## src/hw/rtl/csvfs_pkg.sv

```systemverilog
`timescale 1ns / 1ps
// ----------------------------------------------------------------------------
// csvfs_pkg
// Shared types, sizes and character codes for the CSV field splitter.
// ----------------------------------------------------------------------------
package csvfs_pkg;

    // Row and field capacity
    localparam int MAX_COLUMNS     = 64;
    localparam int MAX_FIELD_BYTES = 256;

    // Internal counter widths
    localparam int CIDX_W = $clog2(MAX_COLUMNS);
    localparam int FLEN_W = $clog2(MAX_FIELD_BYTES + 1);
    localparam int CNT_W  = CIDX_W + 1;

    // Result field widths
    localparam int COLUMN_W   = 6;
    localparam int POSITION_W = 8;
    localparam int CHAR_W     = 8;
    localparam int COUNT_W    = 7;
    localparam int ERR_W      = 2;
    localparam int KIND_W     = 2;
    localparam int TDATA_W    = 32;

    // Saturation limits of the result fields
    localparam int COLUMN_MAX   = 63;
    localparam int POSITION_MAX = 255;
    localparam int COUNT_MAX    = 127;

    // Character codes
    localparam logic [7:0] CHAR_QUOTE = 8'h22;
    localparam logic [7:0] CHAR_CR    = 8'h0D;
    localparam logic [7:0] CHAR_LF    = 8'h0A;
    localparam logic [7:0] CHAR_SPACE = 8'h20;
    localparam logic [7:0] DELIM_RESET = 8'h2C;

    typedef enum logic [KIND_W-1:0] {
        KIND_BYTE  = 2'd0,
        KIND_FIELD = 2'd1,
        KIND_ROW   = 2'd2,
        KIND_ERROR = 2'd3
    } kind_t;

    typedef enum logic [ERR_W-1:0] {
        ERR_NONE        = 2'd0,
        ERR_QUOTED_LF   = 2'd1,
        ERR_TOO_MANY    = 2'd2,
        ERR_UNUSED      = 2'd3
    } err_t;

    typedef struct packed {
        kind_t                   kind;
        logic [COLUMN_W-1:0]     column;
        logic [POSITION_W-1:0]   position;
        logic [CHAR_W-1:0]       char_out;
        logic [COUNT_W-1:0]      field_count;
        logic                    truncated;
        err_t                    error_code;
    } res_t;

    function automatic logic [COLUMN_W-1:0] sat_column(input logic [CIDX_W-1:0] v);
        logic [CIDX_W+COLUMN_W-1:0] w;
        w = (CIDX_W + COLUMN_W)'(v);
        if (w > (CIDX_W + COLUMN_W)'(COLUMN_MAX)) begin
            return COLUMN_W'(COLUMN_MAX);
        end
        return w[COLUMN_W-1:0];
    endfunction

    function automatic logic [POSITION_W-1:0] sat_position(input logic [FLEN_W-1:0] v);
        logic [FLEN_W+POSITION_W-1:0] w;
        w = (FLEN_W + POSITION_W)'(v);
        if (w > (FLEN_W + POSITION_W)'(POSITION_MAX)) begin
            return POSITION_W'(POSITION_MAX);
        end
        return w[POSITION_W-1:0];
    endfunction

    function automatic logic [COUNT_W-1:0] sat_count(input logic [CNT_W-1:0] v);
        logic [CNT_W+COUNT_W-1:0] w;
        w = (CNT_W + COUNT_W)'(v);
        if (w > (CNT_W + COUNT_W)'(COUNT_MAX)) begin
            return COUNT_W'(COUNT_MAX);
        end
        return w[COUNT_W-1:0];
    endfunction

endpackage

```

## src/hw/rtl/csvfs_core.sv

```systemverilog
`timescale 1ns / 1ps
// ----------------------------------------------------------------------------
// csvfs_core
// Row state registers and the per-byte classification that produces at most
// one result for each accepted byte.
// ----------------------------------------------------------------------------
module csvfs_core (
    input  logic                 aclk,
    input  logic                 aresetn,
    input  logic                 step,
    input  logic [7:0]           byte_in,
    input  logic                 end_of_input,
    input  logic [7:0]           delimiter,
    output logic                 res_valid,
    output csvfs_pkg::res_t      res
);

    logic                          in_quote_reg, in_quote_next;
    logic                          in_text_reg, in_text_next;
    logic                          overflowed_reg, overflowed_next;
    logic [csvfs_pkg::CIDX_W-1:0]  column_index_reg, column_index_next;
    logic [csvfs_pkg::FLEN_W-1:0]  field_length_reg, field_length_next;

    logic [csvfs_pkg::CNT_W-1:0]   count_now;
    logic                          last_column;
    logic                          room_left;
    csvfs_pkg::res_t               base;

    assign count_now   = csvfs_pkg::CNT_W'(column_index_reg) + csvfs_pkg::CNT_W'(1);
    assign last_column = count_now >= csvfs_pkg::CNT_W'(csvfs_pkg::MAX_COLUMNS);
    assign room_left   = field_length_reg < csvfs_pkg::FLEN_W'(csvfs_pkg::MAX_FIELD_BYTES);

    always_comb begin
        base.kind        = csvfs_pkg::KIND_BYTE;
        base.column      = csvfs_pkg::sat_column(column_index_reg);
        base.position    = csvfs_pkg::sat_position(field_length_reg);
        base.char_out    = '0;
        base.field_count = '0;
        base.truncated   = 1'b0;
        base.error_code  = csvfs_pkg::ERR_NONE;
    end

    always_comb begin
        in_quote_next     = in_quote_reg;
        in_text_next      = in_text_reg;
        overflowed_next   = overflowed_reg;
        column_index_next = column_index_reg;
        field_length_next = field_length_reg;
        res_valid         = 1'b0;
        res               = base;

        if (end_of_input) begin
            res_valid       = 1'b1;
            res.kind        = csvfs_pkg::KIND_ROW;
            res.field_count = csvfs_pkg::sat_count(count_now);
            res.truncated   = overflowed_reg;
        end else if (byte_in == csvfs_pkg::CHAR_QUOTE) begin
            in_quote_next = !in_quote_reg;
            in_text_next  = !in_quote_reg;
        end else if (byte_in == csvfs_pkg::CHAR_CR) begin
            // drop
        end else if (byte_in == csvfs_pkg::CHAR_LF) begin
            res_valid = 1'b1;
            if (in_quote_reg) begin
                res.kind       = csvfs_pkg::KIND_ERROR;
                res.error_code = csvfs_pkg::ERR_QUOTED_LF;
            end else begin
                res.kind        = csvfs_pkg::KIND_ROW;
                res.field_count = csvfs_pkg::sat_count(count_now);
                res.truncated   = overflowed_reg;
            end
        end else if (byte_in == delimiter && !in_quote_reg) begin
            res_valid = 1'b1;
            if (last_column) begin
                res.kind       = csvfs_pkg::KIND_ERROR;
                res.error_code = csvfs_pkg::ERR_TOO_MANY;
            end else begin
                res.kind          = csvfs_pkg::KIND_FIELD;
                res.truncated     = overflowed_reg;
                column_index_next = count_now[csvfs_pkg::CIDX_W-1:0];
                field_length_next = '0;
                in_text_next      = 1'b0;
                overflowed_next   = 1'b0;
            end
        end else if (in_text_reg || byte_in != csvfs_pkg::CHAR_SPACE) begin
            in_text_next = 1'b1;
            if (room_left) begin
                res_valid         = 1'b1;
                res.char_out      = byte_in;
                field_length_next = field_length_reg + csvfs_pkg::FLEN_W'(1);
            end else begin
                overflowed_next = 1'b1;
            end
        end

        // Any row end or error returns the row state to reset
        if (res_valid && (res.kind == csvfs_pkg::KIND_ROW ||
                          res.kind == csvfs_pkg::KIND_ERROR)) begin
            in_quote_next     = 1'b0;
            in_text_next      = 1'b0;
            overflowed_next   = 1'b0;
            column_index_next = '0;
            field_length_next = '0;
        end
    end

    always_ff @(posedge aclk) begin
        if (!aresetn) begin
            in_quote_reg     <= 1'b0;
            in_text_reg      <= 1'b0;
            overflowed_reg   <= 1'b0;
            column_index_reg <= '0;
            field_length_reg <= '0;
        end else if (step) begin
            in_quote_reg     <= in_quote_next;
            in_text_reg      <= in_text_next;
            overflowed_reg   <= overflowed_next;
            column_index_reg <= column_index_next;
            field_length_reg <= field_length_next;
        end
    end

endmodule

```

## src/hw/rtl/csvfs_out_stage.sv

```systemverilog
`timescale 1ns / 1ps
// ----------------------------------------------------------------------------
// csvfs_out_stage
// Result register with a skid entry, so the input ready is a register output.
// ----------------------------------------------------------------------------
module csvfs_out_stage (
    input  logic                 aclk,
    input  logic                 aresetn,
    input  logic                 in_valid,
    output logic                 in_ready,
    input  csvfs_pkg::res_t      in_res,
    output logic                 out_valid,
    input  logic                 out_ready,
    output csvfs_pkg::res_t      out_res
);

    logic              main_valid_reg;
    logic              skid_valid_reg;
    csvfs_pkg::res_t   main_reg;
    csvfs_pkg::res_t   skid_reg;
    logic              in_fire;
    logic              main_free;

    assign in_ready  = !skid_valid_reg;
    assign in_fire   = in_valid && in_ready;
    assign main_free = !main_valid_reg || out_ready;
    assign out_valid = main_valid_reg;
    assign out_res   = main_reg;

    always_ff @(posedge aclk) begin
        if (!aresetn) begin
            main_valid_reg <= 1'b0;
            skid_valid_reg <= 1'b0;
        end else if (main_free) begin
            // advance the held beat first; no new beat arrives while it is held
            if (skid_valid_reg) begin
                main_valid_reg <= 1'b1;
                skid_valid_reg <= 1'b0;
            end else begin
                main_valid_reg <= in_fire;
            end
        end else if (in_fire) begin
            skid_valid_reg <= 1'b1;
        end
    end

    always_ff @(posedge aclk) begin
        if (main_free) begin
            main_reg <= skid_valid_reg ? skid_reg : in_res;
        end
        if (!main_free && in_fire) begin
            skid_reg <= in_res;
        end
    end

endmodule

```

## src/hw/rtl/csv_field_splitter.sv

```systemverilog
`timescale 1ns / 1ps
// ----------------------------------------------------------------------------
// csv_field_splitter
// CSV tokenizer: places each incoming byte in its column and field position.
// ----------------------------------------------------------------------------
// Usage:
//   s_ channel: one raw byte per beat in s_tdata; s_tlast marks end of input,
//   in which case the byte is ignored and the current row is closed.
//   m_ channel: zero or one result per input beat; m_tuser carries the
//   result kind (byte stored, field ended, row ended, error), m_tdata the
//   column, position, byte, field count, truncation flag and error code.
//   cfg_ channel: writes the delimiter byte (reset value is a comma); write
//   it only while the block is idle. cfg_ready is always high.
// Timing: one byte per cycle sustained while m_tready is high. Each result is
//   registered before it shows on m_. The input ready comes from the skid entry
//   of the result register, so a stalled receiver blocks input once it fills.
// Reset: aresetn low clears the row state, empties the result register and
//   restores the delimiter. Stalls never lose or repeat a beat.
// ----------------------------------------------------------------------------
module csv_field_splitter (
    input  logic         aclk,
    input  logic         aresetn,
    // s_tdata: byte_in[7:0]
    input  logic [7:0]   s_tdata,
    input  logic         s_tlast,
    input  logic         s_tvalid,
    output logic         s_tready,
    // m_tdata: column[5:0], position[13:6], char_out[21:14],
    //          field_count[28:22], truncated[29], error_code[31:30]
    output logic [csvfs_pkg::TDATA_W-1:0] m_tdata,
    // m_tuser: kind[1:0]
    output logic [1:0]   m_tuser,
    output logic         m_tvalid,
    input  logic         m_tready,
    input  logic [7:0]   cfg_data,
    input  logic         cfg_valid,
    output logic         cfg_ready
);

    logic [7:0]        delimiter_reg;
    logic              step;
    logic              res_valid;
    logic              res_ready;
    csvfs_pkg::res_t   res;
    csvfs_pkg::res_t   out_res;

    assign cfg_ready = 1'b1;

    always_ff @(posedge aclk) begin
        if (!aresetn) begin
            delimiter_reg <= csvfs_pkg::DELIM_RESET;
        end else if (cfg_valid && cfg_ready) begin
            delimiter_reg <= cfg_data;
        end
    end

    assign s_tready = res_ready;
    assign step     = s_tvalid && s_tready;

    csvfs_core u_core (
        .aclk         (aclk),
        .aresetn      (aresetn),
        .step         (step),
        .byte_in      (s_tdata),
        .end_of_input (s_tlast),
        .delimiter    (delimiter_reg),
        .res_valid    (res_valid),
        .res          (res)
    );

    csvfs_out_stage u_out (
        .aclk      (aclk),
        .aresetn   (aresetn),
        .in_valid  (step && res_valid),
        .in_ready  (res_ready),
        .in_res    (res),
        .out_valid (m_tvalid),
        .out_ready (m_tready),
        .out_res   (out_res)
    );

    assign m_tuser = out_res.kind;
    assign m_tdata = {out_res.error_code, out_res.truncated, out_res.field_count,
                      out_res.char_out, out_res.position, out_res.column};

    // Assertions
    a_reset_empty: assert property (@(posedge aclk) !aresetn |=> !m_tvalid)
        else $error("result valid straight after reset");

    a_skid_implies_main: assert property (@(posedge aclk) disable iff (!aresetn)
        !s_tready |-> m_tvalid)
        else $error("skid entry full while result register empty");

    a_byte_clean: assert property (@(posedge aclk) disable iff (!aresetn)
        (m_tvalid && m_tuser == csvfs_pkg::KIND_BYTE) |->
        (m_tdata[31:30] == csvfs_pkg::ERR_NONE && m_tdata[28:22] == 7'd0))
        else $error("stored byte carries error code or field count");

    a_error_coded: assert property (@(posedge aclk) disable iff (!aresetn)
        (m_tvalid && m_tuser == csvfs_pkg::KIND_ERROR) |->
        (m_tdata[31:30] == csvfs_pkg::ERR_QUOTED_LF ||
         m_tdata[31:30] == csvfs_pkg::ERR_TOO_MANY))
        else $error("error result without a valid error code");

endmodule

```

## config.mk

```make
export PLATFORM = sky130hd
export DESIGN_NAME = csv_field_splitter
export DESIGN_NICKNAME = d
export VERILOG_FILES = /design/src/hw/rtl/csvfs_pkg.sv /design/src/hw/rtl/csvfs_core.sv /design/src/hw/rtl/csvfs_out_stage.sv /design/src/hw/rtl/csv_field_splitter.sv
export SDC_FILE = /design/constraint.sdc
export NUM_CORES = 1
export LEC_CHECK = 0
export ABC_CLOCK_PERIOD_IN_PS = 4260
export BUFFER_PORTS_ARGS = -buffer_cell sky130_fd_sc_hd__clkbuf_2
export CORE_MARGIN = 5
export CORE_UTILIZATION = 48
export CTS_BUF_LIST = sky130_fd_sc_hd__clkbuf_4 sky130_fd_sc_hd__clkbuf_8 sky130_fd_sc_hd__clkbuf_16
export DETAILED_ROUTE_END_ITERATION = 8
export GPL_TIMING_DRIVEN = 0
export PLACE_DENSITY = 0.68
export RECOVER_POWER = 100
export SETUP_SLACK_MARGIN = 0.4
export SLEW_MARGIN = 0
export SYNTH_ARGS = -nofsm -noshare
export SYNTH_HDL_FRONTEND = slang
export SYNTH_SLANG_ARGS = --single-unit
```

## constraint.sdc

```tcl
create_clock -name aclk -period 4.26 [get_ports aclk]
set_input_delay 0.852 -clock aclk [delete_from_list [all_inputs] [get_ports aclk]]
set_output_delay 0.852 -clock aclk [all_outputs]
set_load 0.05 [all_outputs]
```

==> flow_summary.ini <==
[status]
outcome = finished with violations
violations = max-capacitance violations, max-slew violations

[setup_path]
critical_path.endpoint_type = register
total_buffers_and_inverters_traversed_by_the_critical_path = 3
cp_top_family = simple AND/OR/NAND/NOR gates
timing.rr.end = u_out.skid_reg[8]
crit_path_cell_trace = clkbuf_1 -> nor3_1 -> a31oi_1 -> o31ai_1 -> o21ai_2 -> clkbuf_1 -> nor2_4 -> buf_16
timing.setup.critical_path_class = primary input to register
timing.reg2reg.setup_slack_ps = 1000
critical-path-top-cell-by-count = sky130_fd_sc_hd__clkbuf_1
path_max_fanout = 19
cp_slowest_stage_delay_ps = 690
r2r_worst_path_depth = 7
cp.required_ps = 4350
worst_setup_path_start_kind = primary input
cp_slowest_cell = sky130_fd_sc_hd__nor3_1
cp.arrival_ps = 3650
worstReg2RegStart = delimiter_reg[4]

[layout]
post_layout_nonfiller_instances = 531
post_route_cells_drive_above_1_share_pct = 20.3
area.growth.synth_to_final_pct = 12.5
num_antenna_cells = 0
final_nets = 443

[global_route]
gr-usage-met2_pct = 27.9
gr-usage-all-layers_pct = 17.1
met1_usage_pct = 22.7
antenna_found_initial = 0
grt_residual_overflow = 0
largest_net_degree_at_the_start_of_global_routing = 38
grtUsageMet3_pct = 3.00
number_of_global_route_vias_before_repair = 2986
grt_pass1_wl_um = 15200
grt.busiest_layer = met2

[placement]
port_buffers = 55
detailed_place_hpwl_um = 6220
placed_cells_incl_taps = 515
detailedPlace.worstSlack_ps = 597
place.gp.congestion = 0.891

[clock_tree]
cts_tree = built
cts_hold_buffers = 0
cts_setup_buffers = 0
cts_root_buffer = sky130_fd_sc_hd__clkbuf_8
tritoncts.num_buffers = 9
postCtsResizedCells = 0
max-clock-path-buffers = 2
worst_skew_late_latency_ps = 370
worst_setup_hold_path_clk_slew_ps = 100
cts_max_level = 3
clock-sinks = 96

[timing]
finalCriticalPeriod_ps = 3560
setup_viol = 0
final_min_period_over_clock_period_pct = 83.6
holdWs_ps = 442
grt_setup_unrepaired = false
timing.fmax_mhz = 281
worst-slew-pin-transition_ps = 1910
finalClockSkew_ps = 13.3
fin_ws_ps = 697
worst_slew_margin_rel_pct = -27.5
final_hold_vio_count = 0
timing_max_transition_violations_final = 38

[yosys]
syn-instance-count = 351
synth_sequential_area_ratio_pct = 59.4
async_flop_share_pct = 0
ys_ff_latch = 96
synth.cells.most_frequent = sky130_fd_sc_hd__edfxtp_1 (68), sky130_fd_sc_hd__dfxtp_1 (28), sky130_fd_sc_hd__nand2_1 (28), sky130_fd_sc_hd__nor2_1 (28), sky130_fd_sc_hd__mux2_2 (21)
yosys_most_used_dff = sky130_fd_sc_hd__edfxtp_1
syn_nets = 376
yosys.cell_types.count = 60
synth_top_cells_by_area = sky130_fd_sc_hd__edfxtp_1 (47%), sky130_fd_sc_hd__dfxtp_1 (13%), sky130_fd_sc_hd__mux2_2 (5.4%)
syn_area_cell_um2 = 12.5
library_cell_with_the_highest_instance_count_after_synthesis = sky130_fd_sc_hd__edfxtp_1
syn_area_um2 = 4380
synth_top_cell_area_share_pct = 46.6
yosys_synthesis_warning_count = 0
cell_accounting_for_the_most_synthesized_area = sky130_fd_sc_hd__edfxtp_1
synth_enable_flop_cells = 68

[routing]
wirelength_um = 8930
initialDrtViolationCount = 169
post-route-drc-count = 0
detailroute.via_count = 2936
wl_per_cell_um = 16.8
detailed_route_vias_per_instance = 5.53
number_of_optimization_iterations_in_the_first_detailed_route_pass = 4
antenna_left = 0

[flow_run]
max_cap_violations = 1

[worst_hold_path]
hold_start = u_core.column_index_reg[2]
worst_hold_path.endpoint = u_out.skid_reg[28]
hold_path_cells = 0
min-delay-path-class = register to register

[power]
p_per_area_nw_per_um2 = 399
power.static_leakage_uw = 0.00188
finalPower_uw = 1970
worst_ir_drop_vdd_mv = 0.171

[die]
floorplan.io_pins = 59
core_area_um2 = 8810
die_width_um = 106
die-area_um2 = 11100
die_y_extent_um = 106
initial_core_utilization_pct = 49.7
fp-row-count = 34
==> cell type report <==
cell class,instances,area (µm²)
inverters,5,18.8
multi-input cells,237,1620
repair buffers,56,256
fillers,770,3880
well taps,108,135
plain buffers,13,57.6
clock inverters,7,116
clock buffers,9,124
flip-flops and latches,96,2600
==> worst reg2reg max path: cells and delay by family, from the launching register on <==
family / cells / cell delay, ps
AND/OR/NAND/NOR: 2 / 820
AO/OA/AOI/OAI: 2 / 1120
buffers and inverters: 2 / 520
XOR/XNOR: 1 / 170
flip-flops: 1 / 330
==> how the worst max path moves through the flow <==
stage | from | end | depth (start not counted)
floorplan | s_tdata[4] | u_out.skid_reg[0] | 6
global placement | s_tdata[4] | u_out.skid_reg[7] | 7
detailed placement | s_tdata[4] | u_out.skid_reg[7] | 8
CTS | s_tdata[4] | u_out.skid_reg[8] | 8
global route | s_tdata[4] | u_out.skid_reg[7] | 8
finish | s_tdata[4] | u_out.skid_reg[8] | 8
==> power breakdown <==
group | switching [µW] | leakage, µW | internal (µW) | total, µW
logic | 158 | 0.000807 | 50.9 | 209
registers | 11.1 | 0.000950 | 1030 | 1040
clock network | 324 | 0.000122 | 391 | 716
total | 494 | 0.00188 | 1470 | 1970
==> logic make-up (layout without fill, tap and decap cells) <==
family	count (synthesis)	after routing	share of synthesized area, %
flip-flops	96	96	59.4
buffers and inverters	18	90	1.77
AO/OA/AOI/OAI	50	50	8.11
adder cells (fa/ha/maj)	3	3	0.857
multiplexers	39	39	10.5
XOR/XNOR	12	12	2.40
other	1	1	0.0856
AND/OR/NAND/NOR	132	132	16.9
==> per-stage QoR <==
stage          TNS (ps)  utilization, %  area, µm²
3_3_place_gp      -4330            54.4       4790
4_1_cts               0            57.6       5070
5_1_grt               0            55.9       4930
2_1_floorplan         0               -       4380
6_report              0            55.9       4930
3_5_place_dp          0            54.8       4830
==> routing by layer <==
| layer | wire, µm | part of all wire (%) | vias to the layer above |
|---|---|---|---|
| li1 | - | - | 1438 |
| met1 | 4070 | 46 | 1410 |
| met2 | 4260 | 48 | 73 |
| met3 | 425 | 4.8 | 15 |
| met4 | 174 | 1.9 | 0 |
| met5 | 0 | 0 | - |
==> layout by cell type, fill, tap and decap left out, drive strengths merged, types with 11 or more instances in the layout <==
master,instances
nand2,28
and2,11
dfxtp,28
clkbuf,75
nand3,13
nor2,28
a21oi,15
mux2i,12
edfxtp,68
mux2,27
Power figures use the tool's default switching activity.
